File: config.mk
export PLATFORM = sky130hd
export DESIGN_NAME = max_heap_priority_queue_unit_flat
export DESIGN_NICKNAME = d
export VERILOG_FILES = /design/src/hdl/mhpq_pkg.sv /design/src/hdl/mhpq_if.sv /design/src/hdl/mhpq_ram.sv /design/src/hdl/max_heap_priority_queue_unit.sv /design/src/flat_wrapper.sv
export SDC_FILE = /design/constraint.sdc
export NUM_CORES = 2
export LEC_CHECK = 0
export BUFFER_PORTS_ARGS = -buffer_cell sky130_fd_sc_hd__buf_2
export CORE_ASPECT_RATIO = 2
export CORE_MARGIN = 3
export CORE_UTILIZATION = 55
export CTS_CLUSTER_DIAMETER = 60
export CTS_CLUSTER_SIZE = 16
export DETAILED_ROUTE_END_ITERATION = 12
export MAX_ROUTING_LAYER = met4
export PLACE_DENSITY = 0.72
export SLEW_MARGIN = 5
export SYNTH_ARGS = -nofsm -noshare
export SYNTH_HDL_FRONTEND = slang
export SYNTH_SLANG_ARGS = --single-unit
File: constraint.sdc
create_clock -name clk -period 6.8 [get_ports clk]
set_input_delay 1.36 -clock clk [delete_from_list [all_inputs] [get_ports clk]]
set_output_delay 1.36 -clock clk [all_outputs]
set_load 0.02 [all_outputs]
File: src/hdl/mhpq_pkg.sv
// types and codes shared by the max-heap priority queue files
package mhpq_pkg;

    localparam int KEY_W     = 16;
    localparam int PAYLOAD_W = 32;
    localparam int STATUS_W  = 2;

    // request opcodes
    localparam logic OP_INSERT = 1'b0;
    localparam logic OP_REMOVE = 1'b1;

    // response status codes
    localparam logic [STATUS_W-1:0] STATUS_OK     = 2'd0;
    localparam logic [STATUS_W-1:0] STATUS_FULL   = 2'd1;
    localparam logic [STATUS_W-1:0] STATUS_ABSENT = 2'd2;

    typedef struct packed {
        logic [KEY_W-1:0]     key;
        logic [PAYLOAD_W-1:0] payload;
    } entry_t;

endpackage

File: src/hdl/mhpq_if.sv
// request and response channel interfaces of the priority queue

interface mhpq_cmd_if;
    logic                           valid;
    logic                           ready;
    logic                           opcode;
    logic [mhpq_pkg::KEY_W-1:0]     key;
    logic [mhpq_pkg::PAYLOAD_W-1:0] payload;

    modport source (output valid, output opcode, output key, output payload, input ready);
    modport sink   (input valid, input opcode, input key, input payload, output ready);
endinterface

interface mhpq_rsp_if #(
    parameter int CNT_W = 5
);
    logic                           valid;
    logic                           ready;
    logic [mhpq_pkg::STATUS_W-1:0]  status;
    logic [mhpq_pkg::KEY_W-1:0]     out_key;
    logic [mhpq_pkg::PAYLOAD_W-1:0] out_payload;
    logic [CNT_W-1:0]               count;

    modport source (output valid, output status, output out_key, output out_payload,
                    output count, input ready);
    modport sink   (input valid, input status, input out_key, input out_payload,
                    input count, output ready);
endinterface

File: src/hdl/mhpq_ram.sv
// generic simple dual-port ram, one write port, one registered read port
module mhpq_ram #(
    parameter int WIDTH = 48,
    parameter int DEPTH = 16
) (
    input  logic                     clk,
    input  logic                     we,
    input  logic [$clog2(DEPTH)-1:0] waddr,
    input  logic [WIDTH-1:0]         wdata,
    input  logic [$clog2(DEPTH)-1:0] raddr,
    output logic [WIDTH-1:0]         rdata
);

    logic [WIDTH-1:0] mem [DEPTH];

    always_ff @(posedge clk)
    begin
        if (we)
        begin
            mem[waddr] <= wdata;
        end
        rdata <= mem[raddr];
    end

endmodule

File: src/hdl/max_heap_priority_queue_unit.sv
// max-heap priority queue: one entry ram, a search scan and a sift-down sequencer
// one request at a time; a search reads the entries in index order until a hit or the last entry
// rebuild: per internal node a load step, per level left, right and compare steps, a leaf write
// an insert when empty or full, or a remove when empty, goes straight to the finish state
// the response is registered, loaded in the finish state once the response register is free
// reset clears fill count, state and response valid; the entry ram is not cleared
module max_heap_priority_queue_unit #(
    parameter int CAPACITY = 16
) (
    input  logic              clk,
    input  logic              rst_n,
    mhpq_cmd_if.sink          cmd,
    mhpq_rsp_if.source        rsp
);

    // address, count, child index and entry widths
    localparam int AW    = $clog2(CAPACITY);
    localparam int CNT_W = $clog2(CAPACITY + 1);
    localparam int IW    = AW + 2;
    localparam int EW    = $bits(mhpq_pkg::entry_t);

    typedef enum logic [3:0] {
        ST_IDLE,
        ST_SEARCH,
        ST_LAST_RD,
        ST_LAST_WR,
        ST_LOAD,
        ST_STEP_L,
        ST_STEP_R,
        ST_STEP_C,
        ST_FINISH
    } state_t;

    state_t                        state_reg, state_next;
    logic [CNT_W-1:0]              fill_reg, fill_next;
    logic [mhpq_pkg::KEY_W-1:0]    key_reg, key_next;
    logic [CNT_W-1:0]              scan_reg, scan_next;
    logic                          pend_valid_reg, pend_valid_next;
    logic [CNT_W-1:0]              pend_idx_reg, pend_idx_next;
    logic [AW-1:0]                 found_reg, found_next;
    logic [AW-1:0]                 node_reg, node_next;
    logic [AW-1:0]                 pos_reg, pos_next;
    logic                          load_reg, load_next;
    mhpq_pkg::entry_t              carried_reg, carried_next;
    mhpq_pkg::entry_t              left_reg, left_next;
    logic [mhpq_pkg::STATUS_W-1:0] status_reg, status_next;
    mhpq_pkg::entry_t              removed_reg, removed_next;
    logic                          out_valid_reg, out_valid_next;
    logic [mhpq_pkg::STATUS_W-1:0] out_status_reg, out_status_next;
    mhpq_pkg::entry_t              out_entry_reg, out_entry_next;
    logic [CNT_W-1:0]              out_count_reg, out_count_next;

    // ram port
    logic                          ram_we;
    logic [AW-1:0]                 ram_waddr;
    mhpq_pkg::entry_t              ram_wdata;
    logic [AW-1:0]                 ram_raddr;
    logic [EW-1:0]                 ram_rdata;
    mhpq_pkg::entry_t              rd_entry;

    // sift step helpers
    logic [IW-1:0]                 left_idx;
    logic [IW-1:0]                 right_idx;
    logic [IW-1:0]                 fill_wide;
    logic [CNT_W-1:0]              fill_inc;
    logic [CNT_W-1:0]              fill_dec;
    mhpq_pkg::entry_t              cur_entry;
    logic                          left_wins;
    logic                          right_wins;
    logic [mhpq_pkg::KEY_W-1:0]    best_key;
    logic                          sift_done;

    mhpq_ram #(
        .WIDTH (EW),
        .DEPTH (CAPACITY)
    ) u_entry_ram (
        .clk   (clk),
        .we    (ram_we),
        .waddr (ram_waddr),
        .wdata (ram_wdata),
        .raddr (ram_raddr),
        .rdata (ram_rdata)
    );

    assign rd_entry  = mhpq_pkg::entry_t'(ram_rdata);
    assign left_idx  = {1'b0, pos_reg, 1'b1};
    assign right_idx = left_idx + IW'(1);
    assign fill_wide = IW'(fill_reg);
    assign fill_inc  = fill_reg + CNT_W'(1);
    assign fill_dec  = fill_reg - CNT_W'(1);

    // the carried entry arrives from the ram on the first step of a sift
    assign cur_entry  = load_reg ? rd_entry : carried_reg;
    // left child must beat the carried key, right child must beat the winner so far
    assign left_wins  = left_reg.key > carried_reg.key;
    assign best_key   = left_wins ? left_reg.key : carried_reg.key;
    assign right_wins = (right_idx < fill_wide) && (rd_entry.key > best_key);

    // request side only opens when the sequencer is idle
    assign cmd.ready       = (state_reg == ST_IDLE);

    assign rsp.valid       = out_valid_reg;
    assign rsp.status      = out_status_reg;
    assign rsp.out_key     = out_entry_reg.key;
    assign rsp.out_payload = out_entry_reg.payload;
    assign rsp.count       = out_count_reg;

    always_comb
    begin
        state_next      = state_reg;
        fill_next       = fill_reg;
        key_next        = key_reg;
        scan_next       = scan_reg;
        pend_valid_next = pend_valid_reg;
        pend_idx_next   = pend_idx_reg;
        found_next      = found_reg;
        node_next       = node_reg;
        pos_next        = pos_reg;
        load_next       = load_reg;
        carried_next    = carried_reg;
        left_next       = left_reg;
        status_next     = status_reg;
        removed_next    = removed_reg;
        out_valid_next  = out_valid_reg;
        out_status_next = out_status_reg;
        out_entry_next  = out_entry_reg;
        out_count_next  = out_count_reg;
        ram_we          = 1'b0;
        ram_waddr       = pos_reg;
        ram_wdata       = carried_reg;
        ram_raddr       = node_reg;
        sift_done       = 1'b0;

        // response taken downstream
        if (out_valid_reg && rsp.ready)
        begin
            out_valid_next = 1'b0;
        end

        unique case (state_reg)
            ST_IDLE:
            begin
                if (cmd.valid)
                begin
                    key_next     = cmd.key;
                    removed_next = '0;
                    status_next  = mhpq_pkg::STATUS_OK;
                    if (cmd.opcode == mhpq_pkg::OP_INSERT)
                    begin
                        if (fill_reg == CNT_W'(CAPACITY))
                        begin
                            status_next = mhpq_pkg::STATUS_FULL;
                            state_next  = ST_FINISH;
                        end
                        else
                        begin
                            // append at the tail, then rebuild unless it is the only entry
                            ram_we    = 1'b1;
                            ram_waddr = fill_reg[AW-1:0];
                            ram_wdata = '{key: cmd.key, payload: cmd.payload};
                            fill_next = fill_inc;
                            if (fill_reg == '0)
                            begin
                                state_next = ST_FINISH;
                            end
                            else
                            begin
                                node_next  = AW'((fill_inc >> 1) - CNT_W'(1));
                                state_next = ST_LOAD;
                            end
                        end
                    end
                    else
                    begin
                        if (fill_reg == '0)
                        begin
                            status_next = mhpq_pkg::STATUS_ABSENT;
                            state_next  = ST_FINISH;
                        end
                        else
                        begin
                            scan_next       = '0;
                            pend_valid_next = 1'b0;
                            state_next      = ST_SEARCH;
                        end
                    end
                end
            end

            ST_SEARCH:
            begin
                // one read issued per cycle, the key compare on each read follows in the next cycle
                ram_raddr       = (scan_reg < fill_reg) ? scan_reg[AW-1:0] : '0;
                scan_next       = scan_reg + CNT_W'(1);
                pend_valid_next = 1'b1;
                pend_idx_next   = scan_reg;
                if (pend_valid_reg)
                begin
                    if (rd_entry.key == key_reg)
                    begin
                        found_next   = pend_idx_reg[AW-1:0];
                        removed_next = rd_entry;
                        state_next   = ST_LAST_RD;
                    end
                    else if (pend_idx_reg == fill_dec)
                    begin
                        status_next = mhpq_pkg::STATUS_ABSENT;
                        state_next  = ST_FINISH;
                    end
                end
            end

            ST_LAST_RD:
            begin
                ram_raddr  = fill_dec[AW-1:0];
                state_next = ST_LAST_WR;
            end

            ST_LAST_WR:
            begin
                // last entry fills the hole left by the removed one
                ram_we    = 1'b1;
                ram_waddr = found_reg;
                ram_wdata = rd_entry;
                fill_next = fill_dec;
                if (fill_dec < CNT_W'(2))
                begin
                    state_next = ST_FINISH;
                end
                else
                begin
                    node_next  = AW'((fill_dec >> 1) - CNT_W'(1));
                    state_next = ST_LOAD;
                end
            end

            ST_LOAD:
            begin
                ram_raddr  = node_reg;
                pos_next   = node_reg;
                load_next  = 1'b1;
                state_next = ST_STEP_L;
            end

            ST_STEP_L:
            begin
                carried_next = cur_entry;
                load_next    = 1'b0;
                if (left_idx >= fill_wide)
                begin
                    // leaf reached: carried entry settles here
                    ram_we    = 1'b1;
                    ram_waddr = pos_reg;
                    ram_wdata = cur_entry;
                    sift_done = 1'b1;
                end
                else
                begin
                    ram_raddr  = left_idx[AW-1:0];
                    state_next = ST_STEP_R;
                end
            end

            ST_STEP_R:
            begin
                left_next = rd_entry;
                if (right_idx < fill_wide)
                begin
                    ram_raddr = right_idx[AW-1:0];
                end
                state_next = ST_STEP_C;
            end

            ST_STEP_C:
            begin
                ram_we    = 1'b1;
                ram_waddr = pos_reg;
                priority if (right_wins)
                begin
                    ram_wdata  = rd_entry;
                    pos_next   = right_idx[AW-1:0];
                    state_next = ST_STEP_L;
                end
                else if (left_wins)
                begin
                    ram_wdata  = left_reg;
                    pos_next   = left_idx[AW-1:0];
                    state_next = ST_STEP_L;
                end
                else
                begin
                    ram_wdata = carried_reg;
                    sift_done = 1'b1;
                end
            end

            ST_FINISH:
            begin
                // wait for the response register to be free
                if (!out_valid_reg || rsp.ready)
                begin
                    out_valid_next  = 1'b1;
                    out_status_next = status_reg;
                    out_entry_next  = removed_reg;
                    out_count_next  = fill_reg;
                    state_next      = ST_IDLE;
                end
            end

            default:
            begin
                state_next = ST_IDLE;
            end
        endcase

        // move on to the next internal node toward the root
        if (sift_done)
        begin
            if (node_reg == '0)
            begin
                state_next = ST_FINISH;
            end
            else
            begin
                node_next  = node_reg - AW'(1);
                state_next = ST_LOAD;
            end
        end
    end

    always_ff @(posedge clk or negedge rst_n)
    begin
        if (!rst_n)
        begin
            state_reg      <= ST_IDLE;
            fill_reg       <= '0;
            key_reg        <= '0;
            scan_reg       <= '0;
            pend_valid_reg <= 1'b0;
            pend_idx_reg   <= '0;
            found_reg      <= '0;
            node_reg       <= '0;
            pos_reg        <= '0;
            load_reg       <= 1'b0;
            carried_reg    <= '0;
            left_reg       <= '0;
            status_reg     <= mhpq_pkg::STATUS_OK;
            removed_reg    <= '0;
            out_valid_reg  <= 1'b0;
            out_status_reg <= mhpq_pkg::STATUS_OK;
            out_entry_reg  <= '0;
            out_count_reg  <= '0;
        end
        else
        begin
            state_reg      <= state_next;
            fill_reg       <= fill_next;
            key_reg        <= key_next;
            scan_reg       <= scan_next;
            pend_valid_reg <= pend_valid_next;
            pend_idx_reg   <= pend_idx_next;
            found_reg      <= found_next;
            node_reg       <= node_next;
            pos_reg        <= pos_next;
            load_reg       <= load_next;
            carried_reg    <= carried_next;
            left_reg       <= left_next;
            status_reg     <= status_next;
            removed_reg    <= removed_next;
            out_valid_reg  <= out_valid_next;
            out_status_reg <= out_status_next;
            out_entry_reg  <= out_entry_next;
            out_count_reg  <= out_count_next;
        end
    end

endmodule

File: src/flat_wrapper.sv
// flat-port wrapper written by rule: the top's interface ports become plain ports
module max_heap_priority_queue_unit_flat 
#(
    parameter int CAPACITY = 16
)
  (clk, rst_n, cmd_valid, cmd_opcode, cmd_key, cmd_payload, cmd_ready, rsp_valid, rsp_status, rsp_out_key, rsp_out_payload, rsp_count, rsp_ready);
  mhpq_cmd_if cmd_i ();
  mhpq_rsp_if rsp_i ();
  input  logic clk;
  input  logic rst_n;
  input wire logic [$bits(cmd_i.valid)-1:0] cmd_valid;
  input wire logic [$bits(cmd_i.opcode)-1:0] cmd_opcode;
  input wire logic [$bits(cmd_i.key)-1:0] cmd_key;
  input wire logic [$bits(cmd_i.payload)-1:0] cmd_payload;
  output wire logic [$bits(cmd_i.ready)-1:0] cmd_ready;
  output wire logic [$bits(rsp_i.valid)-1:0] rsp_valid;
  output wire logic [$bits(rsp_i.status)-1:0] rsp_status;
  output wire logic [$bits(rsp_i.out_key)-1:0] rsp_out_key;
  output wire logic [$bits(rsp_i.out_payload)-1:0] rsp_out_payload;
  output wire logic [$bits(rsp_i.count)-1:0] rsp_count;
  input wire logic [$bits(rsp_i.ready)-1:0] rsp_ready;
  assign cmd_i.valid = cmd_valid;
  assign cmd_i.opcode = cmd_opcode;
  assign cmd_i.key = cmd_key;
  assign cmd_i.payload = cmd_payload;
  assign cmd_ready = cmd_i.ready;
  assign rsp_valid = rsp_i.valid;
  assign rsp_status = rsp_i.status;
  assign rsp_out_key = rsp_i.out_key;
  assign rsp_out_payload = rsp_i.out_payload;
  assign rsp_count = rsp_i.count;
  assign rsp_i.ready = rsp_ready;
  max_heap_priority_queue_unit #(.CAPACITY(CAPACITY)) u_core (.clk(clk), .rst_n(rst_n), .cmd(cmd_i), .rsp(rsp_i));
endmodule
After elaboration in Yosys (flattened, before gate mapping)
Memory sizes are Yosys's and may differ from the RTL's. A register that Yosys moved wholly into a read port is not among the register bits. Cells that the tools add are included.

Word-level logic and storage cells: 166. Memory bits (writable): 768. Memories: 1. Register bits: 251. Input bits: 53. Output and inout port bits: 57.

Memory list: u_core.u_entry_ram.mem (words 16, bits a word 48, rd ports 1, clocked after memory_dff 1, write ports 1, line mhpq_ram.sv:14) `logic [WIDTH-1:0] mem [DEPTH];`.

Reductions and logical operators: 21. Muxes and demuxes: 82. Eq/ne operators: 27. Magnitude comparators: 6. Add/subtract/negate cells: 7.

Operator list (count): two-way mux 48 bit (10); case mux 48 bit (4 select lines) (1); two-way mux 4 bit (30); case mux 48 bit (2 select lines) (1); case mux 4 bit (9 select lines) (1); greater-than comparator 16 bit (2); two-way mux 5 bit (6); case mux 4 bit (2 select lines) (3); case mux 5 bit (2 select lines) (2); equality test 16 bit (1); equality test 4 x 3 -> 1 bit, second input constant (4); two-way mux 16 bit (1); case mux 4 bit (4 select lines) (1); two-way mux 1 bit (15); two-way mux 2 bit (6); != test 2 bit, second input constant (6); AND reduction 4 bit (3); subtractor 4 x 1 -> 4 bit, second input constant (3); adder 5 x 1 -> 5 bit, second input constant (2); != test 3 x 1 -> 1 bit, second input constant (3); equality test 4 x 2 -> 1 bit, second input constant (2); logical NOT 4 bit (2); != test 4 x 1 -> 1 bit, second input constant (2); nonzero test 2 bit (4); 24 further kinds (32).

Depth between registers and ports, before layout
Depth in word-level cells: 9. Depth in mapped cells: 24. Depth with buffers taken out: 20.

By module
From an unflattened synthesis, not the netlist that was laid out.

Cells, all modules: 2457. Area, all modules: 42897.4 sq um.

Modules (own cells, without submodules): mhpq_ram (area each 29694.7 sq um, cells each 1242, instances 1, seq. area each 24023.0 sq um); max_heap_priority_queue_unit (area each 13202.7 sq um, cells each 1215, instances 1, seq. area each 6281.0 sq um).

Least setup slack after synthesis
No wires, ideal clock.

Kind: reg-to-reg. From: register u_core.carried_reg[43] in the netlist's numbering. To: memory u_core.u_entry_ram.mem[0][12], data pin. Data arrival time: 5053 ps. Stages on the path, launching flop included: 21. Buffers on the path: 4. Setup time: 359 ps. Path slack: 1389 ps. Period minus slack after synthesis: 5411 ps. Data required time: 6441 ps. Path through: dfrtp_1 -> inv_1 -> ha_1 -> nand4_1 -> or3_1 -> o221ai_1 -> o21a_1 -> clkbuf_1 -> buf_2 -> mux2i_1 -> ha_1 -> and3_1 -> a221o_1 -> a221oi_1 -> nor3_1 -> nor2_1 -> nor2_1 -> a311oi_1 -> clkbuf_1 -> buf_1 -> o211ai_1.

RTL lines: start: declaration (line max_heap_priority_queue_unit.sv:44) `mhpq_pkg::entry_t carried_reg, carried_next;`; start signal: assignment (line max_heap_priority_queue_unit.sv:366) `carried_reg <= carried_next;`; end: declaration (line mhpq_ram.sv:14).

==> results.tsv <==
stage	metric	value	unit
run_status	status	completed	
cells_and_area	syn_to_final_growth	9.451	%
hold_path	hold_class	reg -> reg	
clock_network	cts_made_buffers	76	
floorplan	num_io_pins	110	
cells_and_area	design_area	0.04718	mm²
critical_path	required	6950	ps
timing	rsz0062_at_grt	no	
critical_path	cp_max_fo	48	
timing	slew_violations	0	
critical_path	cpMaxStageDelayCell	o221ai_1	
grt	grt_pass1_wl	167.1	mm
critical_path	path_cells	inv_1 > ha_1 > nand4_1 > or3_1 > o221ai_1 > o21a_1 > buf_4 > mux2i_1 > ha_1 > nand3_1 > nor4_1 > nor3_1 > o21a_1 > nor2_1 > nor2_1 > a311oi_4 > buf_12 > o221ai_1	
drt	drc	0	
clock_network	cts_hold_buf	0	
synth	synthesis.area	0.04310	mm²
timing	worstMarginPinSlew	1389	ps
flow_run	drv_cap	0	
drt	drtAntennaViolNets	0	
critical_path	crit_path_end_kind	flip-flop	
cells_and_area	final_nets	3098	
timing	finalClockSkew	21.51	ps
clock_network	cts_root_buffer	clkbuf_16	
synth	synth.distinct_cells	70	
floorplan	die_width	204.0	µm
grt	antenna_found_initial	6	
synth	yosysSeqAreaShare	70.30	%
timing	post-route-min-period	5949	ps
placement	portBuffers	109	
placement	place_hpwl	61.91	mm
floorplan	core_area	0.07729	mm²
critical_path	path_class	reg -> reg	
cells_and_area	fin_cells	4078	
critical_path	crit_start	u_core.carried_reg[45]$_DFFE_PN0P_	
critical_path	cp-start-kind	flip-flop	
clock_network	cts_num_sinks	1067	
critical_path	r2r_cells	18	
timing	finalSetupViolations	0	
clock_network	cts.clk_slew.worst_paths	70	ps
clock_network	cts.path.max_buffers	3	
timing	fin_crit_sh	87.48	%
grt	grt_usage	28.27	%
power	ir_drop	0.4698	mV
clock_network	clk_latency	650	ps
synth	avgSynthCellArea	14.71	µm²
grt	overflow	0	
critical_path	reg2reg_from	u_core.carried_reg[45]$_DFFE_PN0P_	
synth	yosys_most_used_dff	edfxtp_1	
cells_and_area	largest_reg_flops	768	
power	power.density	470.7	mW/mm²
power	p_leak	17.93	nW
drt	drt-pass1-iter-count	6	
clock_network	ctsResizeCount	0	
floorplan	floorplan.rows	144	
placement	place_area	0.04497	mm²
drt	drt_iter0_markers	2673	
floorplan	die-area	0.08197	mm²
timing	final-hold-violation-count	0	
hold_path	min_path_cells	2	
timing	clock.fmax	168.1	MHz
grt	grt_pass1_vias	26840	
critical_path	cp_slowest_stage_delay	680	ps
timing	setup_tns	0	ps
synth	yosysTopAreaCell	edfxtp_1	
synth	synth_edf_count	768	
timing	timing.slew.headroom	7.372	%
floorplan	start_util	55.77	%
critical_path	cp.arrival	6100	ps
synth	synth_area_leaders	edfxtp_1, dfrtp_1, mux2i_1	
placement	gp_congestion	0.9175	
drt	wl	113.2	mm
synth	ys_ff_latch	1067	
floorplan	die_h	401.9	µm
synth	synthCells	2930	
grt	grt_max_degree	150	
cells_and_area	top_register	u_core.u_entry_ram.mem	
clock_network	h-tree-depth	3	
clock_network	post-cts-setup-buffers	0	
drt	vias_per_cell	6.483	
synth	synthArstFlopShare	23.52	%
drt	post_drt_wl_per_cell	27.75	µm
synth	synthTopCellsByCount	edfxtp_1, mux2i_1, nand2_1	
synth	syn_nets	3034	
synth	yosysWarnings	0	
cells_and_area	drive_gt1_share	11.99	%
clock_network	tritoncts	yes	
hold_path	hold_start	u_core.rsp.count[0]$_DFFE_PN0P_	
synth	synth_top_area_share	53.50	%
drt	vias	26438	
placement	dpl.cell_count	3938	
synth	synth_most_common_cell	edfxtp_1	
[cell families (layout without fill, tap and decap cells)]
| logic type | after synthesis | after routing | synth area share [%] |
|---|---|---|---|
| XOR/XNOR | 39 | 39 | 0.7925 |
| flip-flops | 1067 | 1067 | 70.30 |
| buffers and inverters | 259 | 381 | 2.708 |
| other | 0 | 4 | 0 |
| AND/OR/NAND/NOR | 536 | 536 | 6.000 |
| multiplexers | 381 | 381 | 9.060 |
| adder cells (fa/ha/maj) | 51 | 51 | 1.480 |
| AO/OA/AOI/OAI | 597 | 597 | 9.655 |
[cell type report]
type,count,area (µm²)
clock buffers,134,2183
inverters,79,296.5
repair buffers,166,1234
fillers,5631,30120
flip-flops and latches,1067,30300
clock inverters,2,16.27
well taps,1022,1279
multi-input cells,1604,11860
diodes,4,10.01
[per-stage QoR]
stage / total power (W) / hold WS, ps / worst slack (ps) / utilization [%]
3_5_place_dp: 0.01791 / 469.0 / 909.1 / 58.18
3_3_place_gp: 0.01760 / 458.6 / 1062 / 58.18
2_1_floorplan: 0.01519 / 449.7 / 1389 / -
6_report: 0.02221 / 481.0 / 851.1 / 61.04
5_1_grt: 0.02321 / 512.5 / 478.1 / 61.04
4_1_cts: 0.02217 / 485.3 / 905.3 / 61.02
[critical path, delay by kind of cell, from the launching register on]
kind                     cells  cell delay (ps)
buffers and inverters        3              760
adder cells (fa/ha/maj)      2              460
AND/OR/NAND/NOR              7             1710
multiplexers                 1              310
AO/OA/AOI/OAI                5             1820
flip-flops                   1              400
[path summary, 6_finish.rpt]
path | endpoint | slack (ps)
hold reg to reg | u_core.rsp.count[0]$_DFFE_PN0P_ | 480
hold / removal | u_core.rsp.count[0]$_DFFE_PN0P_ | 480
min in group asynchronous | u_core.removed_reg[45]$_DFFE_PN0P_ | 600
max in group asynchronous | u_core.carried_reg[21]$_DFFE_PN0P_ | 4900
setup reg to reg | u_core.u_entry_ram.mem[5][32]$_DFFE_PP_ | 850
setup / recovery | u_core.u_entry_ram.mem[5][32]$_DFFE_PP_ | 850
[cell usage in the layout, fill, tap and decap left out, types with 5 or more instances in the layout]
cell	Yosys	layout
a211oi_1	49	49
nor2_4	0	16
xor2_1	21	21
or4_1	48	48
nand2_1	296	294
a311oi_1	49	48
buf_12	0	20
o22ai_1	146	146
a21o_1	17	17
a31oi_1	8	8
clkbuf_1	104	55
nand4_1	8	8
a21oi_1	19	19
nor2b_1	6	6
nor2_1	44	28
o211ai_1	39	39
nand2b_1	9	9
o221ai_1	17	17
clkbuf_16	0	79
buf_4	5	37
mux2_2	73	73
dfrtp_1	251	251
and2_1	8	5
xnor2_1	18	18
and3_1	54	53
mux2i_1	308	308
o21ai_0	123	123
a22oi_1	52	52
ha_1	51	51
nor3_1	13	12
dfxtp_1	48	48
nand3_1	16	15
inv_1	78	78
nor4_1	10	10
a22o_1	50	50
edfxtp_1	768	768
buf_2	51	108
[metal layers]
| layer | track usage, % | vias up | wire length [µm] |
|---|---|---|---|
| li1 | - | 11360 | - |
| met1 | 34.09 | 13290 | 41170 |
| met2 | 46.59 | 1406 | 56490 |
| met3 | 4.306 | 382 | 9397 |
| met4 | 14.13 | 0 | 6111 |
| met5 | - | - | 0 |
[where the power goes]
group | internal, W | switching [W]
sequential | 0.00868 | 0.000637
clock | 0.00218 | 0.00212
combinational | 0.00294 | 0.00565
Note: power is estimated with default switching activity, not from simulation.
